[src/rtl/core/fcrt_pkg.sv]
`timescale 1ns / 1ps
`default_nettype none
// ============================================================================
// fcrt_pkg - shared types for the call/return tracer
// Token and lookup types passed along the cell chain, event codes and the
// per-cell lookup step.
// ============================================================================
package fcrt_pkg;

    // Address stride of a sequential instruction
    localparam logic [31:0] STEP_BYTES = 32'd4;

    // Event codes on the result channel
    typedef enum logic [1:0] {
        EV_NONE  = 2'd0,
        EV_CALL  = 2'd1,
        EV_RET   = 2'd2,
        EV_UNDER = 2'd3
    } t_event;

    // Item moving along the chain. For a load, a/b carry start/size;
    // for a trace they carry the current and the next pc.
    typedef struct packed {
        logic        func;
        logic [7:0]  idx;
        logic [31:0] a;
        logic [31:0] b;
        logic        is_func;
    } t_token;

    // Running lookup state for one address
    typedef struct packed {
        logic        found;
        logic [31:0] off;
        logic [31:0] start;
    } t_hit;

    // One lookup step result
    typedef struct packed {
        logic take;
        t_hit hit;
    } t_match;

    // Compare one entry against the running lookup for address addr
    function automatic t_match match_step(
        input t_hit        h,
        input logic [31:0] addr,
        input logic [31:0] st,
        input logic [31:0] sz,
        input logic        active
    );
        t_match      r;
        logic [31:0] off;
        off    = addr - st;
        r.take = 1'b0;
        r.hit  = h;
        if (active && !h.found && (st <= addr)) begin
            if (off < sz) begin
                r.take      = 1'b1;
                r.hit.found = 1'b1;
                r.hit.start = st;
            end else if (off < h.off) begin
                r.take      = 1'b1;
                r.hit.off   = off;
                r.hit.start = st;
            end
        end
        return r;
    endfunction

endpackage
`default_nettype wire

[src/rtl/core/fcrt_cell.sv]
`timescale 1ns / 1ps
`default_nettype none
// ============================================================================
// fcrt_cell - one symbol table slot of the lookup chain
// Holds one entry, writes it when a matching load passes, and folds it into
// both running lookups of a passing trace item.
// ============================================================================
module fcrt_cell #(
    parameter int CELL_IDX = 0,
    parameter int IDX_W    = 8
) (
    input  wire                   i_clk,
    input  wire                   i_rst_n,
    input  wire                   i_adv,
    input  wire  [8:0]            i_count,
    input  wire                   i_valid,
    input  wire fcrt_pkg::t_token i_tok,
    input  wire fcrt_pkg::t_hit   i_from,
    input  wire  [IDX_W-1:0]      i_from_idx,
    input  wire fcrt_pkg::t_hit   i_to,
    input  wire  [IDX_W-1:0]      i_to_idx,
    output logic                  o_valid,
    output fcrt_pkg::t_token      o_tok,
    output fcrt_pkg::t_hit        o_from,
    output logic [IDX_W-1:0]      o_from_idx,
    output fcrt_pkg::t_hit        o_to,
    output logic [IDX_W-1:0]      o_to_idx
);

    localparam logic [31:0]      MY_IDX = 32'(CELL_IDX);
    localparam logic [IDX_W-1:0] MY_SEL = IDX_W'(CELL_IDX);

    // Stored entry (no reset: undefined until loaded)
    logic [31:0] r_start;
    logic [31:0] r_size;
    logic        r_is_func;

    logic               r_valid;
    fcrt_pkg::t_token   r_tok;
    fcrt_pkg::t_hit     r_from;
    fcrt_pkg::t_hit     r_to;
    logic [IDX_W-1:0]   r_from_idx;
    logic [IDX_W-1:0]   r_to_idx;

    logic               load_hit;
    logic               active;
    fcrt_pkg::t_hit     from_seed;
    fcrt_pkg::t_hit     to_seed;
    fcrt_pkg::t_match   m_from;
    fcrt_pkg::t_match   m_to;
    fcrt_pkg::t_hit     n_from;
    fcrt_pkg::t_hit     n_to;
    logic [IDX_W-1:0]   n_from_idx;
    logic [IDX_W-1:0]   n_to_idx;

    assign load_hit = i_valid && i_adv && !i_tok.func && ({24'b0, i_tok.idx} == MY_IDX);
    assign active   = i_tok.func && r_is_func && (MY_IDX < {23'b0, i_count});

    // Slot 0 seeds the fallback start of both lookups
    always_comb begin
        from_seed = i_from;
        to_seed   = i_to;
        if (CELL_IDX == 0) begin
            from_seed.start = r_start;
            to_seed.start   = r_start;
        end
    end

    // Lookup step for both addresses
    always_comb begin
        m_from     = fcrt_pkg::match_step(from_seed, i_tok.a, r_start, r_size, active);
        m_to       = fcrt_pkg::match_step(to_seed, i_tok.b, r_start, r_size, active);
        n_from     = m_from.hit;
        n_to       = m_to.hit;
        n_from_idx = m_from.take ? MY_SEL : i_from_idx;
        n_to_idx   = m_to.take ? MY_SEL : i_to_idx;
    end

    // Entry storage
    always_ff @(posedge i_clk) begin
        if (load_hit) begin
            r_start   <= i_tok.a;
            r_size    <= i_tok.b;
            r_is_func <= i_tok.is_func;
        end
    end

    // Token valid
    always_ff @(posedge i_clk) begin
        if (!i_rst_n) begin
            r_valid <= 1'b0;
        end else if (i_adv) begin
            r_valid <= i_valid;
        end
    end

    // Token payload
    always_ff @(posedge i_clk) begin
        if (i_adv) begin
            r_tok      <= i_tok;
            r_from     <= n_from;
            r_to       <= n_to;
            r_from_idx <= n_from_idx;
            r_to_idx   <= n_to_idx;
        end
    end

    assign o_valid    = r_valid;
    assign o_tok      = r_tok;
    assign o_from     = r_from;
    assign o_to       = r_to;
    assign o_from_idx = r_from_idx;
    assign o_to_idx   = r_to_idx;

endmodule
`default_nettype wire

[config.mk]
export PLATFORM = sky130hd
export DESIGN_NAME = fcrt_cell
export DESIGN_NICKNAME = d
export VERILOG_FILES = /design/src/rtl/core/fcrt_pkg.sv /design/src/rtl/core/fcrt_cell.sv
export SDC_FILE = /design/constraint.sdc
export NUM_CORES = 1
export LEC_CHECK = 0
export ABC_AREA = 1
export BUFFER_PORTS_ARGS = -buffer_cell sky130_fd_sc_hd__buf_4
export CAP_MARGIN = 10
export CORE_MARGIN = 4
export CORE_UTILIZATION = 30
export CTS_BUF_LIST = sky130_fd_sc_hd__clkbuf_8
export DETAILED_ROUTE_END_ITERATION = 7
export MAX_ROUTING_LAYER = met4
export PLACE_DENSITY_LB_ADDON = 0.3
export SKIP_LAST_GASP = 1
export SYNTH_ARGS = -nofsm -noshare
export SYNTH_HDL_FRONTEND = slang
export SYNTH_SLANG_ARGS = --single-unit
[constraint.sdc]
create_clock -name i_clk -period 15.3 [get_ports i_clk]
set_input_delay 0.765 -clock i_clk [delete_from_list [all_inputs] [get_ports i_clk]]
set_output_delay 0.765 -clock i_clk [all_outputs]
set_load 0.05 [all_outputs]
==> results.json <==
{
  "critPathTopFamily": "simple AND/OR/NAND/NOR gates",
  "synthMuxAreaShare_pct": 0,
  "start_kind": "flop",
  "path_depth": 23,
  "grt_pass1_vias": 14800,
  "end_kind": "flop",
  "synthArstFlopShare_pct": 0,
  "cts_tree": "yes",
  "synth_top_family_by_area": "simple AND/OR/NAND/NOR gates",
  "synthFlopType": "edfxtp_1",
  "ant_nets": 0,
  "cts_resized": 0,
  "synthTopCellsByArea": "edfxtp_1, nand2_1, ha_1, inv_1, nand3_1",
  "io_pins": 454,
  "r2r-start": "r_start[0]",
  "slowest_delay_ns": 0.50,
  "drc": 0,
  "numCtsBuffers": 48,
  "worst-path-max-fanout": 35,
  "rrSetupSlack_ns": 10.34,
  "final_core_util_pct": 38.3,
  "syn_avg_cell_area_um2": 8.25,
  "fmax_ghz": 0.202,
  "cap_violations": 0,
  "core_region_area_mm2": 0.0564,
  "path_clk_slew_ns": 0.07,
  "post-route-period-util_pct": 32.4,
  "yosysTopAreaCell": "edfxtp_1",
  "via_per_inst": 4.57,
  "fin_crit_ns": 4.96,
  "cp_cell_sequence": "ha_1, fa_1, inv_1, nand2_1, nand2_1, and2_1, nand2_1, nand2_1, nand2_1, nand2_1, xor2_1, ha_1, nand2_1, nor4_1, nand2_1, nand2_1, nand2_1, nand2_1, buf_4, nand3_1, buf_4, nand2_1, nand2_1",
  "root_buffer": "clkbuf_8",
  "rows": 87,
  "grt_max_degree": 71,
  "die_w_um": 247,
  "rr_endpoint": "o_from[55]",
  "synthAdderAreaFrac_pct": 14.0,
  "synth_cell_types": 36,
  "synth.cell_area_mm2": 0.0171,
  "p_per_area_mw_per_mm2": 89.3,
  "required_ns": 15.65,
  "report.final.slew_viol_count": 0,
  "antenna_found_initial": 2,
  "grt_setup_unrepaired": "no",
  "gp_congestion": 0.848,
  "dpl_cell_area_mm2": 0.0207,
  "yosysSeqAreaShare_pct": 44.6,
  "final_nets": 2889,
  "critical_path.slowest_cell": "xor2_1",
  "die_area_mm2": 0.0608,
  "synth_top_area_share_pct": 44.5,
  "first_pass_iters": 5,
  "post-synth-top-count-cell": "nand2_1",
  "port-buffer-count": 389,
  "finalClockSkew_ns": 0.0275,
  "cpMostUsedCell": "nand2_1",
  "hold_slack_ns": 0.355,
  "final_cells": 3261,
  "setup_viol": 0,
  "hold_violations": 0,
  "fin_setup_tns_ns": 0,
  "place_inst": 3172,
  "ir_drop_mv": 0.0699,
  "synth-xor-area-share_pct": 1.64,
  "drive_gt1_share_pct": 19.3,
  "detail_route.iter0.violations": 800,
  "arrival_ns": 5.31,
  "grt-ovfl-total": 0,
  "synthTopCellsByCount": "nand2_1, inv_1, edfxtp_1",
  "endpoint": "o_from[55]",
  "crit_start": "r_start[0]",
  "ys_ff_latch": 254,
  "synth_edf_count": 253,
  "synth_compound_area_share_pct": 5.46,
  "crit_type": "reg -> reg",
  "power.leakage_nw": 11.0,
  "dp_hpwl_um": 47200,
  "num_vias": 14900,
  "grt_util_all_layers_pct": 18.7,
  "status": "finished, final reports clean",
  "worst_pin_slew_ns": 0.984,
  "cts_buffer_depth": 3,
  "max-slew-margin-rel_pct": 34.4,
  "wire_per_inst_um": 17.5,
  "totalWireLength_um": 57100,
  "clock_latency_ns": 0.62,
  "dieHeight_um": 247,
  "htree_levels": 2,
  "holdCritPathClass": "in -> reg",
  "ys_warn_count": 0,
  "cts.sinks": 254,
  "final_cell_area_mm2": 0.0216,
  "syn_to_final_growth_pct": 26.3,
  "syn_inst": 2071,
  "hold_buffers": 0,
  "synth_simple_gate_area_share_pct": 24.0,
  "grt_pass1_wl_um": 84100,
  "post_cts_buffers": 0,
  "crit_buf_inv": 3,
  "reg2reg_depth": 23,
  "synth.net_count": 2494,
  "start_util_pct": 30.3
}
==> state kept, by name (all words and copies together), names as in the netlist <==
signal / cells
o_tok: 74
o_from: 65
o_to: 33
r_size: 32
r_start: 32
o_from_idx: 8
o_to_idx: 8
o_valid: 1
r_is_func: 1
==> power breakdown <==
part	total (mW)	switching (mW)	internal, mW
registers	0.812	0.0103	0.802
clock network	0.654	0.305	0.349
logic	0.460	0.315	0.145
==> final cells by class <==
cell class              instances  area [µm²]
clock buffers                  49         674
flip-flops and latches        254        7620
well taps                     756         946
diodes                          3        7.51
clock inverters                37         241
inverters                     376        1410
repair buffers                395        2970
fillers                      5840       34800
multi-input cells            1391        7710
==> cell families (layout without fill, tap and decap cells) <==
family,after synthesis,count (layout)
AOI/OAI and AO/OA,175,175
xor gates and xnor gates,32,32
DFF,254,254
other,0,3
and+or+nand+nor,994,994
adders and majority gates,190,190
buffers and inverters,426,857
==> stage by stage <==
| step | total power, mW | setup WS (ns) |
|---|---|---|
| after global routing | 2.04 | 9.92 |
| final | 1.93 | 10.34 |
| after detailed placement | 1.29 | 9.83 |
| after CTS | 1.96 | 10.29 |
| after floorplan | 1.11 | 7.40 |
| after global placement | 1.28 | 9.87 |
==> layout by cell type, fill, tap and decap left out, types with 3 or more instances in the layout <==
master / count
nand2_1: 645
buf_4: 394
inv_1: 382
edfxtp_1: 253
ha_1: 188
nor2_1: 144
nand3_1: 134
a21oi_1: 117
clkbuf_8: 50
o21ai_0: 39
xor2_1: 30
nand4_1: 24
nor3_1: 13
clkinv_1: 13
clkinv_2: 9
o21bai_1: 7
o21a_1: 7
or2_2: 6
nor4_1: 6
nand2_2: 6
nand3b_1: 5
diode_2: 3
inv_2: 3
nor2_4: 3
bufinv_16: 3
==> how the worst min path moves through the flow <==
stage,endpoint,cells after the start,from
2_1_floorplan,o_from[10],0,r_start[10]
3_3_place_gp,o_from[3],0,r_start[3]
3_5_place_dp,o_from[21],0,r_start[21]
4_1_cts,r_is_func,1,i_tok[0]
5_1_grt,o_tok[66],1,i_tok[66]
6_report,r_size[28],1,i_tok[29]
==> layer usage <==
layer	GRT usage (%)	vias to the layer above	share of wire (%)	routed length, µm
met4	4.59	0	2.3	1320
met1	24.2	6921	45	25700
met2	30.6	401	47	26700
met5	-	-	0	0
li1	-	7505	-	-
met3	3.34	85	5.9	3350
No activity file was read; power rests on OpenSTA's default activity.
