## src/rtl/core/fcrt_pkg.sv

```systemverilog
`timescale 1ns / 1ps
`default_nettype none
// ============================================================================
// fcrt_pkg - shared types for the call/return tracer
// Token and lookup types passed along the cell chain, event codes and the
// per-cell lookup step.
// ============================================================================
package fcrt_pkg;

    // Address stride of a sequential instruction
    localparam logic [31:0] STEP_BYTES = 32'd4;

    // Event codes on the result channel
    typedef enum logic [1:0] {
        EV_NONE  = 2'd0,
        EV_CALL  = 2'd1,
        EV_RET   = 2'd2,
        EV_UNDER = 2'd3
    } t_event;

    // Item moving along the chain. For a load, a/b carry start/size;
    // for a trace they carry the current and the next pc.
    typedef struct packed {
        logic        func;
        logic [7:0]  idx;
        logic [31:0] a;
        logic [31:0] b;
        logic        is_func;
    } t_token;

    // Running lookup state for one address
    typedef struct packed {
        logic        found;
        logic [31:0] off;
        logic [31:0] start;
    } t_hit;

    // One lookup step result
    typedef struct packed {
        logic take;
        t_hit hit;
    } t_match;

    // Compare one entry against the running lookup for address addr
    function automatic t_match match_step(
        input t_hit        h,
        input logic [31:0] addr,
        input logic [31:0] st,
        input logic [31:0] sz,
        input logic        active
    );
        t_match      r;
        logic [31:0] off;
        off    = addr - st;
        r.take = 1'b0;
        r.hit  = h;
        if (active && !h.found && (st <= addr)) begin
            if (off < sz) begin
                r.take      = 1'b1;
                r.hit.found = 1'b1;
                r.hit.start = st;
            end else if (off < h.off) begin
                r.take      = 1'b1;
                r.hit.off   = off;
                r.hit.start = st;
            end
        end
        return r;
    endfunction

endpackage
`default_nettype wire

```

## src/rtl/core/fcrt_event.sv

```systemverilog
`timescale 1ns / 1ps
`default_nettype none
// ============================================================================
// fcrt_event - call/return classifier and result register
// Classifies the item leaving the chain, tracks the call depth and holds
// the result until it is taken.
// ============================================================================
module fcrt_event #(
    parameter int IDX_W      = 8,
    parameter int DEPTH_BITS = 16
) (
    input  wire                  i_clk,
    input  wire                  i_rst_n,
    input  wire                  i_adv,
    input  wire  [8:0]           i_count,
    input  wire                  i_valid,
    input  wire fcrt_pkg::t_token i_tok,
    input  wire fcrt_pkg::t_hit  i_from,
    input  wire  [IDX_W-1:0]     i_from_idx,
    input  wire fcrt_pkg::t_hit  i_to,
    input  wire  [IDX_W-1:0]     i_to_idx,
    output logic                 o_valid,
    output logic [1:0]           o_event_res,
    output logic [7:0]           o_from_index,
    output logic [7:0]           o_to_index,
    output logic [31:0]          o_from_start,
    output logic [31:0]          o_to_start,
    output logic [15:0]          o_indent,
    output logic                 o_from_missed,
    output logic                 o_to_missed
);

    localparam logic [DEPTH_BITS-1:0] DEPTH_MAX = {DEPTH_BITS{1'b1}};

    logic [DEPTH_BITS-1:0] r_depth;
    logic [DEPTH_BITS-1:0] n_depth;
    logic                  r_valid;
    fcrt_pkg::t_event      r_event;
    fcrt_pkg::t_event      n_event;
    logic [7:0]            r_from_index;
    logic [7:0]            r_to_index;
    logic [31:0]           r_from_start;
    logic [31:0]           r_to_start;
    logic [15:0]           r_indent;
    logic                  r_from_missed;
    logic                  r_to_missed;
    logic [7:0]            n_from_index;
    logic [7:0]            n_to_index;
    logic [31:0]           n_from_start;
    logic [31:0]           n_to_start;
    logic [15:0]           n_indent;
    logic                  n_from_missed;
    logic                  n_to_missed;

    logic                  quiet;
    logic                  take;
    logic [IDX_W+7:0]      from_idx_ext;
    logic [IDX_W+7:0]      to_idx_ext;
    logic [DEPTH_BITS+15:0] depth_ext;
    logic [DEPTH_BITS+15:0] dec_ext;
    logic [DEPTH_BITS-1:0] depth_dec;

    assign take         = i_adv && i_valid;
    assign from_idx_ext = {8'b0, i_from_idx};
    assign to_idx_ext   = {8'b0, i_to_idx};
    assign depth_dec    = r_depth - DEPTH_BITS'(1);
    assign depth_ext    = {16'b0, r_depth};
    assign dec_ext      = {16'b0, depth_dec};

    // No event for loads, sequential steps, an empty table or the same entry
    assign quiet = !i_tok.func || (i_tok.b == (i_tok.a + fcrt_pkg::STEP_BYTES)) ||
                   (i_count == 9'd0) || (i_from_idx == i_to_idx);

    // Result fields and next depth
    always_comb begin
        n_event       = fcrt_pkg::EV_NONE;
        n_from_index  = 8'd0;
        n_to_index    = 8'd0;
        n_from_start  = 32'd0;
        n_to_start    = 32'd0;
        n_indent      = 16'd0;
        n_from_missed = 1'b0;
        n_to_missed   = 1'b0;
        n_depth       = r_depth;
        if (!quiet) begin
            n_from_index  = from_idx_ext[7:0];
            n_to_index    = to_idx_ext[7:0];
            n_from_start  = i_from.start;
            n_to_start    = i_to.start;
            n_from_missed = !i_from.found;
            n_to_missed   = !i_to.found;
            if (i_to.start == i_tok.b) begin
                n_event  = fcrt_pkg::EV_CALL;
                n_indent = depth_ext[15:0];
                if (r_depth != DEPTH_MAX) begin
                    n_depth = r_depth + DEPTH_BITS'(1);
                end
            end else if (r_depth == '0) begin
                n_event = fcrt_pkg::EV_UNDER;
            end else begin
                n_event  = fcrt_pkg::EV_RET;
                n_indent = dec_ext[15:0];
                n_depth  = depth_dec;
            end
        end
    end

    // Call depth and result valid
    always_ff @(posedge i_clk) begin
        if (!i_rst_n) begin
            r_depth <= '0;
            r_valid <= 1'b0;
        end else if (i_adv) begin
            r_valid <= i_valid;
            if (take) begin
                r_depth <= n_depth;
            end
        end
    end

    // Result register
    always_ff @(posedge i_clk) begin
        if (take) begin
            r_event       <= n_event;
            r_from_index  <= n_from_index;
            r_to_index    <= n_to_index;
            r_from_start  <= n_from_start;
            r_to_start    <= n_to_start;
            r_indent      <= n_indent;
            r_from_missed <= n_from_missed;
            r_to_missed   <= n_to_missed;
        end
    end

    assign o_valid       = r_valid;
    assign o_event_res   = r_event;
    assign o_from_index  = r_from_index;
    assign o_to_index    = r_to_index;
    assign o_from_start  = r_from_start;
    assign o_to_start    = r_to_start;
    assign o_indent      = r_indent;
    assign o_from_missed = r_from_missed;
    assign o_to_missed   = r_to_missed;

endmodule
`default_nettype wire
```

## config.mk

```make
export PLATFORM = sky130hd
export DESIGN_NAME = fcrt_event
export DESIGN_NICKNAME = d
export VERILOG_FILES = /design/src/rtl/core/fcrt_pkg.sv /design/src/rtl/core/fcrt_event.sv
export SDC_FILE = /design/constraint.sdc
export NUM_CORES = 1
export LEC_CHECK = 0
export BUFFER_PORTS_ARGS = -buffer_cell sky130_fd_sc_hd__buf_4
export CAP_MARGIN = 40
export CORE_AREA = 2 2 130 132
export CTS_CLUSTER_SIZE = 40
export DETAILED_ROUTE_END_ITERATION = 16
export DIE_AREA = 0 0 132 134
export PLACE_DENSITY = 0.73
export RECOVER_POWER = 50
export SKIP_LAST_GASP = 1
export SLEW_MARGIN = 20
export SYNTH_ARGS = -nofsm -noshare
export SYNTH_HDL_FRONTEND = slang
export SYNTH_SLANG_ARGS = --single-unit
```

## constraint.sdc

```tcl
create_clock -name i_clk -period 4.7 [get_ports i_clk]
set_input_delay 1.41 -clock i_clk [delete_from_list [all_inputs] [get_ports i_clk]]
set_output_delay 1.41 -clock i_clk [all_outputs]
set_load 0.01 [all_outputs]
```

==> results.cfg, run 1 <==
[run_status]
status = completed

[final_layout]
final_layout_size_suffix_gt1_share_pct = 22.80
fillers = 1524
final_cell_area_um2 = 9530
layout.nets = 1202
fin_util_pct = 58.51
area_growth_pct = 35.22

[yosys]
syn_avg_cell_area_um2 = 10.04
syn-num-nets = 939
ys_ff_latch = 117
ys_warn_count = 0
synth_area_leader_cell = edfxtp_1
yosys_most_used_dff = edfxtp_1
synth.most_common_cell = edfxtp_1
synthTopCellsByArea = edfxtp_1, and2_1, xnor2_1
syn_area_um2 = 7048
synth-edff-count = 100
ys_types = 66
yosysSeqAreaShare_pct = 47.43
async_reset_ff_share_pct = 0
yosysTopAreaCellShare_pct = 42.61
synth_cells = 702
synth_commonest_cells = edfxtp_1, and2_1, nand2_1

[grt]
grt_max_degree = 57
grt_pass1_vias = 6028
grt_pass1_wl_mm = 35.31
overflow = 0
grt_antenna_before_repair = 1
grt_use_total_pct = 26.20

[setup_path]
reg2reg_depth = 8
r2r_start = r_depth[9]
setup.worst_path.start = i_tok[35]
crit_fanout = 26
worstSetupEndpoint = r_depth[10]
r2r_setup_slack_ns = 1.54
required_ns = 5.02
arrival_ns = 4.31
endpoint_kind = register
crit_type = primary input to register
rr_endpoint = r_depth[10]
crit_path_start_kind = primary input

[detailed_routing]
dr_total_vias = 6411
postRouteAntennaNets = 0
totalWireLength_mm = 23.06
drt_iter0_markers = 465
dr.pass1.iters = 5
avgViaCountPerCell = 5.347
wl_per_cell_um = 19.23
drc = 0

[cts]
cts_buffers = 17
clock_latency_ns = 0.42
cts_sinks = 117
ctsHtreeMaxLevel = 4
post_cts_buffers = 0
cts_resized = 0
cts_hold_buf = 0
cts_root_buf = clkbuf_16
path_clk_slew_ns = 0.06
cts_tree = yes
cts_buffer_depth = 2

[sta]
setup_tns_ns = 0
rsz0062_at_grt = no
worst_slew_pin_slew_ns = 1.206
finalCriticalPeriod_ns = 3.990
slew_violations = 0
finalHoldViolCount = 0
setup_violations = 0
max_slew_margin_pct = 19.60
finClkSkew_ns = 0.005074
min_period_over_period_pct = 84.90
fmax_ghz = 0.2506

[floorplanning]
die-area_um2 = 17690
io_pins = 334
die_x_um = 132
start_util_pct = 43.27
die_y_um = 134
placementRows = 47
core_um2 = 16290

[power_and_ir_drop]
p_leak_nw = 3.582
ir_worst_vdd_mv = 0.4624
p_per_area_nw_per_um2 = 550.7

[place]
hpwl_mm = 17.67
place_congestion = 0.9693
port_buffers = 260
place_area_um2 = 9320

[worst_hold_path]
hold_class = register to register
min_from = o_valid

[flow_run]
cap_violations = 0
[cell type report]
cell class              count  area [um^2]  share of cell area, %
diodes                      1        2.502                0.02626
clock buffers              17        425.4                  4.464
clock inverters            15        168.9                  1.772
inverters                  11        43.79                 0.4595
multi-input cells         539         3526                  37.00
flip-flops and latches    117         3343                  35.08
well taps                 220        275.3                  2.888
repair buffers            279         1745                  18.31
[layer usage]
metal  wire length, um  global-route usage, %  part of all wire [%]
met1             10270                  36.84                    45
met2             10060                  38.86                    44
met3              2330                  7.861                    10
met4               395                  8.273                   1.7
met5                 0                      0                     0
[power by group]
part           switching (W)  internal, W
registers           0.000142      0.00139
clock network       0.000511     0.000793
logic                0.00139      0.00103
[critical path, cell delays in order]
cell	delay, ns
buf_4	0.13
ha_1	0.21
buf_4	0.14
and3_1	0.33
nand4_1	0.19
nor2_1	0.16
o21ai_0	0.09
a2111oi_1	0.61
nand4b_4	0.19
nor4b_4	0.29
buf_12	0.22
nor2_1	0.09
a31o_1	0.23
[logic make-up (layout without fill, tap and decap cells)]
group,after synthesis,after routing,share of synthesized area (%)
AOI/OAI and AO/OA,88,88,8.202
xor gates and xnor gates,88,88,10.94
adders and majority gates,4,4,0.7101
buffers and inverters,46,322,2.681
DFF,117,117,47.43
muxes,17,17,2.468
other,0,1,0
and+or+nand+nor,342,342,27.57
[flip-flops by register name, summed over array words and instances, names as in the netlist, 2 cells and up]
register,cells
o_to_start,32
o_event_res,2
o_to_index,8
o_from_index,8
r_depth,16
o_from_start,32
o_indent,16
[worst min-delay path by stage]
| stage | cells past startpoint | to | slack, ns |
|---|---|---|---|
| 2_1_floorplan | 2 | r_depth[11] | 0.47 |
| 6_report | 2 | o_valid | 0.48 |
| 5_1_grt | 2 | o_valid | 0.50 |
| 4_1_cts | 2 | o_valid | 0.48 |
| 3_3_place_gp | 2 | o_valid | 0.46 |
| 3_5_place_dp | 2 | o_valid | 0.47 |
[per-stage QoR]
step	power, W	setup slack (ns)	instances	hold slack [ns]
6_report	0.005249	0.7095	1199	0.4805
5_1_grt	0.005632	0.4706	1199	0.5003
4_1_cts	0.005350	0.7475	1198	0.4829
3_5_place_dp	0.004019	0.3065	1166	0.4720
3_3_place_gp	0.003994	0.3302	1166	0.4637
2_1_floorplan	0.003250	0.4452	702	0.4682
[layout by cell type (no fill, tap or decap), drive strengths merged, types with 3 or more instances in the layout]
cell / synthesis / layout
nand4: 22 / 22
o21ai: 27 / 27
o31ai: 3 / 3
or3: 9 / 9
dfxtp: 17 / 17
mux2: 3 / 3
a41oi: 4 / 4
mux2i: 14 / 14
ha: 4 / 4
nand3: 26 / 26
nor4: 20 / 20
nand2: 51 / 51
o31a: 8 / 8
and3: 11 / 11
nor3b: 3 / 3
clkinv: 0 / 7
nor3: 32 / 32
a21oi: 19 / 19
clkbuf: 28 / 121
inv: 11 / 17
nor2b: 9 / 9
edfxtp: 100 / 100
nand3b: 4 / 4
a31oi: 7 / 7
xor2: 44 / 44
nor2: 44 / 44
and4: 5 / 5
nand2b: 10 / 10
nor4b: 3 / 3
xnor2: 44 / 44
buf: 7 / 175
and2: 88 / 88
Note: power is estimated with default switching activity, not from simulation.
==> inputs of run 2 (changes only) <==
- ABC_AREA: not set -> 1
- CORE_AREA: 2 2 130 132 -> 2 2 131 133
- DIE_AREA: 0 0 132 134 -> 0 0 133 135
- PLACE_DENSITY: 0.73 -> 0.75
- clock period: 4.7 -> 4.05 ns (I/O delays scaled with it)
==> results.cfg, run 2 <==
[run_status]
status = finished, violations left
violations = max-capacitance violations, max-slew violations

[cts]
cts_resized = 0
cts_buffer_depth = 2
ctsHtreeMaxLevel = 4
cts_sinks = 117
cts_hold_buf = 0
clock_latency_ns = 0.42
post_cts_buffers = 0
path_clk_slew_ns = 0.06
cts_tree = yes
cts_buffers = 17
cts_root_buf = clkbuf_16

[sta]
max_slew_margin_pct = -69.85
setup_tns_ns = 0
rsz0062_at_grt = no
fmax_ghz = 0.2943
setup_violations = 0
finalCriticalPeriod_ns = 3.398
finClkSkew_ns = 0.009760
finalHoldViolCount = 0
worst_slew_pin_slew_ns = 2.548
slew_violations = 101
min_period_over_period_pct = 83.91

[grt]
grt_max_degree = 101
grt_antenna_before_repair = 0
overflow = 0
grt_pass1_wl_mm = 33.95
grt_pass1_vias = 6672
grt_use_total_pct = 24.17

[worst_hold_path]
hold_class = register to register
holdPathStages = 2
min_from = o_valid

[yosys]
synth-edff-count = 100
synth_cells = 1012
yosysSeqAreaShare_pct = 45.10
synth_area_leader_cell = edfxtp_1
ys_ff_latch = 117
yosys_most_used_dff = edfxtp_1
syn_area_um2 = 7412
ys_types = 37
yosysTopAreaCellShare_pct = 40.51
async_reset_ff_share_pct = 0
synth.most_common_cell = nand2_1
ys_warn_count = 0
synthTopCellsByArea = edfxtp_1, nand2_1, nor2_1
synth_commonest_cells = nand2_1, nor2_1, inv_1
syn-num-nets = 1249
syn_avg_cell_area_um2 = 7.324

[final_layout]
fin_util_pct = 60.77
final_cell_mix = nand2_1, nor2_1, buf_4
antenna_cells = 0
fillers = 1514
area_growth_pct = 34.52
final_layout_size_suffix_gt1_share_pct = 20.87
layout.nets = 1513
final_common_cell = nand2_1

[floorplanning]
die-area_um2 = 17960
die_y_um = 135
io_pins = 334
core_um2 = 16410
start_util_pct = 45.18
placementRows = 47
die_x_um = 133

[power_and_ir_drop]
p_clk_share_pct = 38.2
p_leak_nw = 4.742
ir_worst_vdd_mv = 0.2865
switching_share_pct = 30.23
internal_power_w = 0.002648
pwr-share-comb_pct = 23.3
p_seq_share_pct = 38.5
p_per_area_nw_per_um2 = 380.6
p_switching_w = 0.001147

[setup_path]
required_ns = 4.03
reg2reg_depth = 14
crit_type = primary input to register
r2r_start = r_depth[0]
setup.worst_path.start = i_adv
crit_path_start_kind = primary input
endpoint_kind = register
arrival_ns = 3.38
crit_fanout = 100

[place]
place_congestion = 0.9304
hpwl_mm = 16.92
port_buffers = 260

[detailed_routing]
postRouteAntennaNets = 0
dr.pass1.iters = 6
drt_iter0_markers = 602
drc = 0
wl_per_cell_um = 14.43
totalWireLength_mm = 21.77
avgViaCountPerCell = 4.815
dr_total_vias = 7266

[flow_run]
cap_violations = 1
run 2: cell count changes in the layout (fill, tap and decap cells not counted), sizes merged, moves of 21 or more:
cell    delta
nand2    +228
nor2     +177
inv      +148
and2      -86
clkbuf    -43
buf       +33
nand3     +29
nor3      -21
run 2: per-stage QoR:
step | total power (W) | setup WS (ns) | cells | cell area [um^2] | hold WS [ns]
2_1_floorplan | 0.002007 | 0.5795 | 1012 | 7416 | 0.4827
3_3_place_gp | 0.002383 | 0.4015 | 1477 | 9644 | 0.4523
3_5_place_dp | 0.002397 | 0.3780 | 1477 | 9644 | 0.4623
4_1_cts | 0.003852 | 0.8117 | 1509 | 10210 | 0.4723
5_1_grt | 0.003989 | 0.3733 | 1509 | 9971 | 0.4907
6_report | 0.003795 | 0.6516 | 1509 | 9971 | 0.4661
run 2: power by group through the flow:
stage | combinational [W] | clock (W) | sequential, W
after floorplan | 0.000491 | 0 | 0.00152
after global placement | 0.000901 | 0 | 0.00148
after detailed placement | 0.000912 | 0 | 0.00148
after CTS | 0.000919 | 0.00147 | 0.00146
after global routing | 0.000993 | 0.00152 | 0.00147
final | 0.000884 | 0.00145 | 0.00146
run 2: cells by family (layout without fill, tap and decap cells):
kind of cell	Yosys count	after routing	synth area share, %
buffers and inverters	184	461	9.740
AO/OA/AOI/OAI	48	48	3.832
XOR/XNOR	57	57	6.735
AND/OR/NAND/NOR	602	602	33.91
flip-flops	117	117	45.10
adder cells (fa/ha/maj)	4	4	0.6752
run 2: layer usage:
metal  track usage, %  share of wire (%)
met5                0                  0
met4            8.483                2.0
met3            3.941                6.1
met2            42.49                 50
met1            30.22                 42
run 2: final timing paths:
check                    to  slack, ns
max          o_event_res[0]       0.65
min                 o_valid       0.47
max reg2reg      r_depth[8]       1.28
min reg2reg         o_valid       0.47
run 2: area by class of cell:
class                   count  area, um^2  area share [%]
multi-input cells         711        3352           33.62
flip-flops and latches    117        3343           33.53
repair buffers            269        1829           18.35
inverters                 160       601.8           6.036
clock buffers              17       425.4           4.267
well taps                 220       275.3           2.761
clock inverters            15       143.9           1.443
run 2: worst max-delay path, stage by stage:
cell	delay (ns)
clkbuf_1	0.09
nand2_1	0.08
clkinvlp_2	0.10
clkbuf_2	1.71
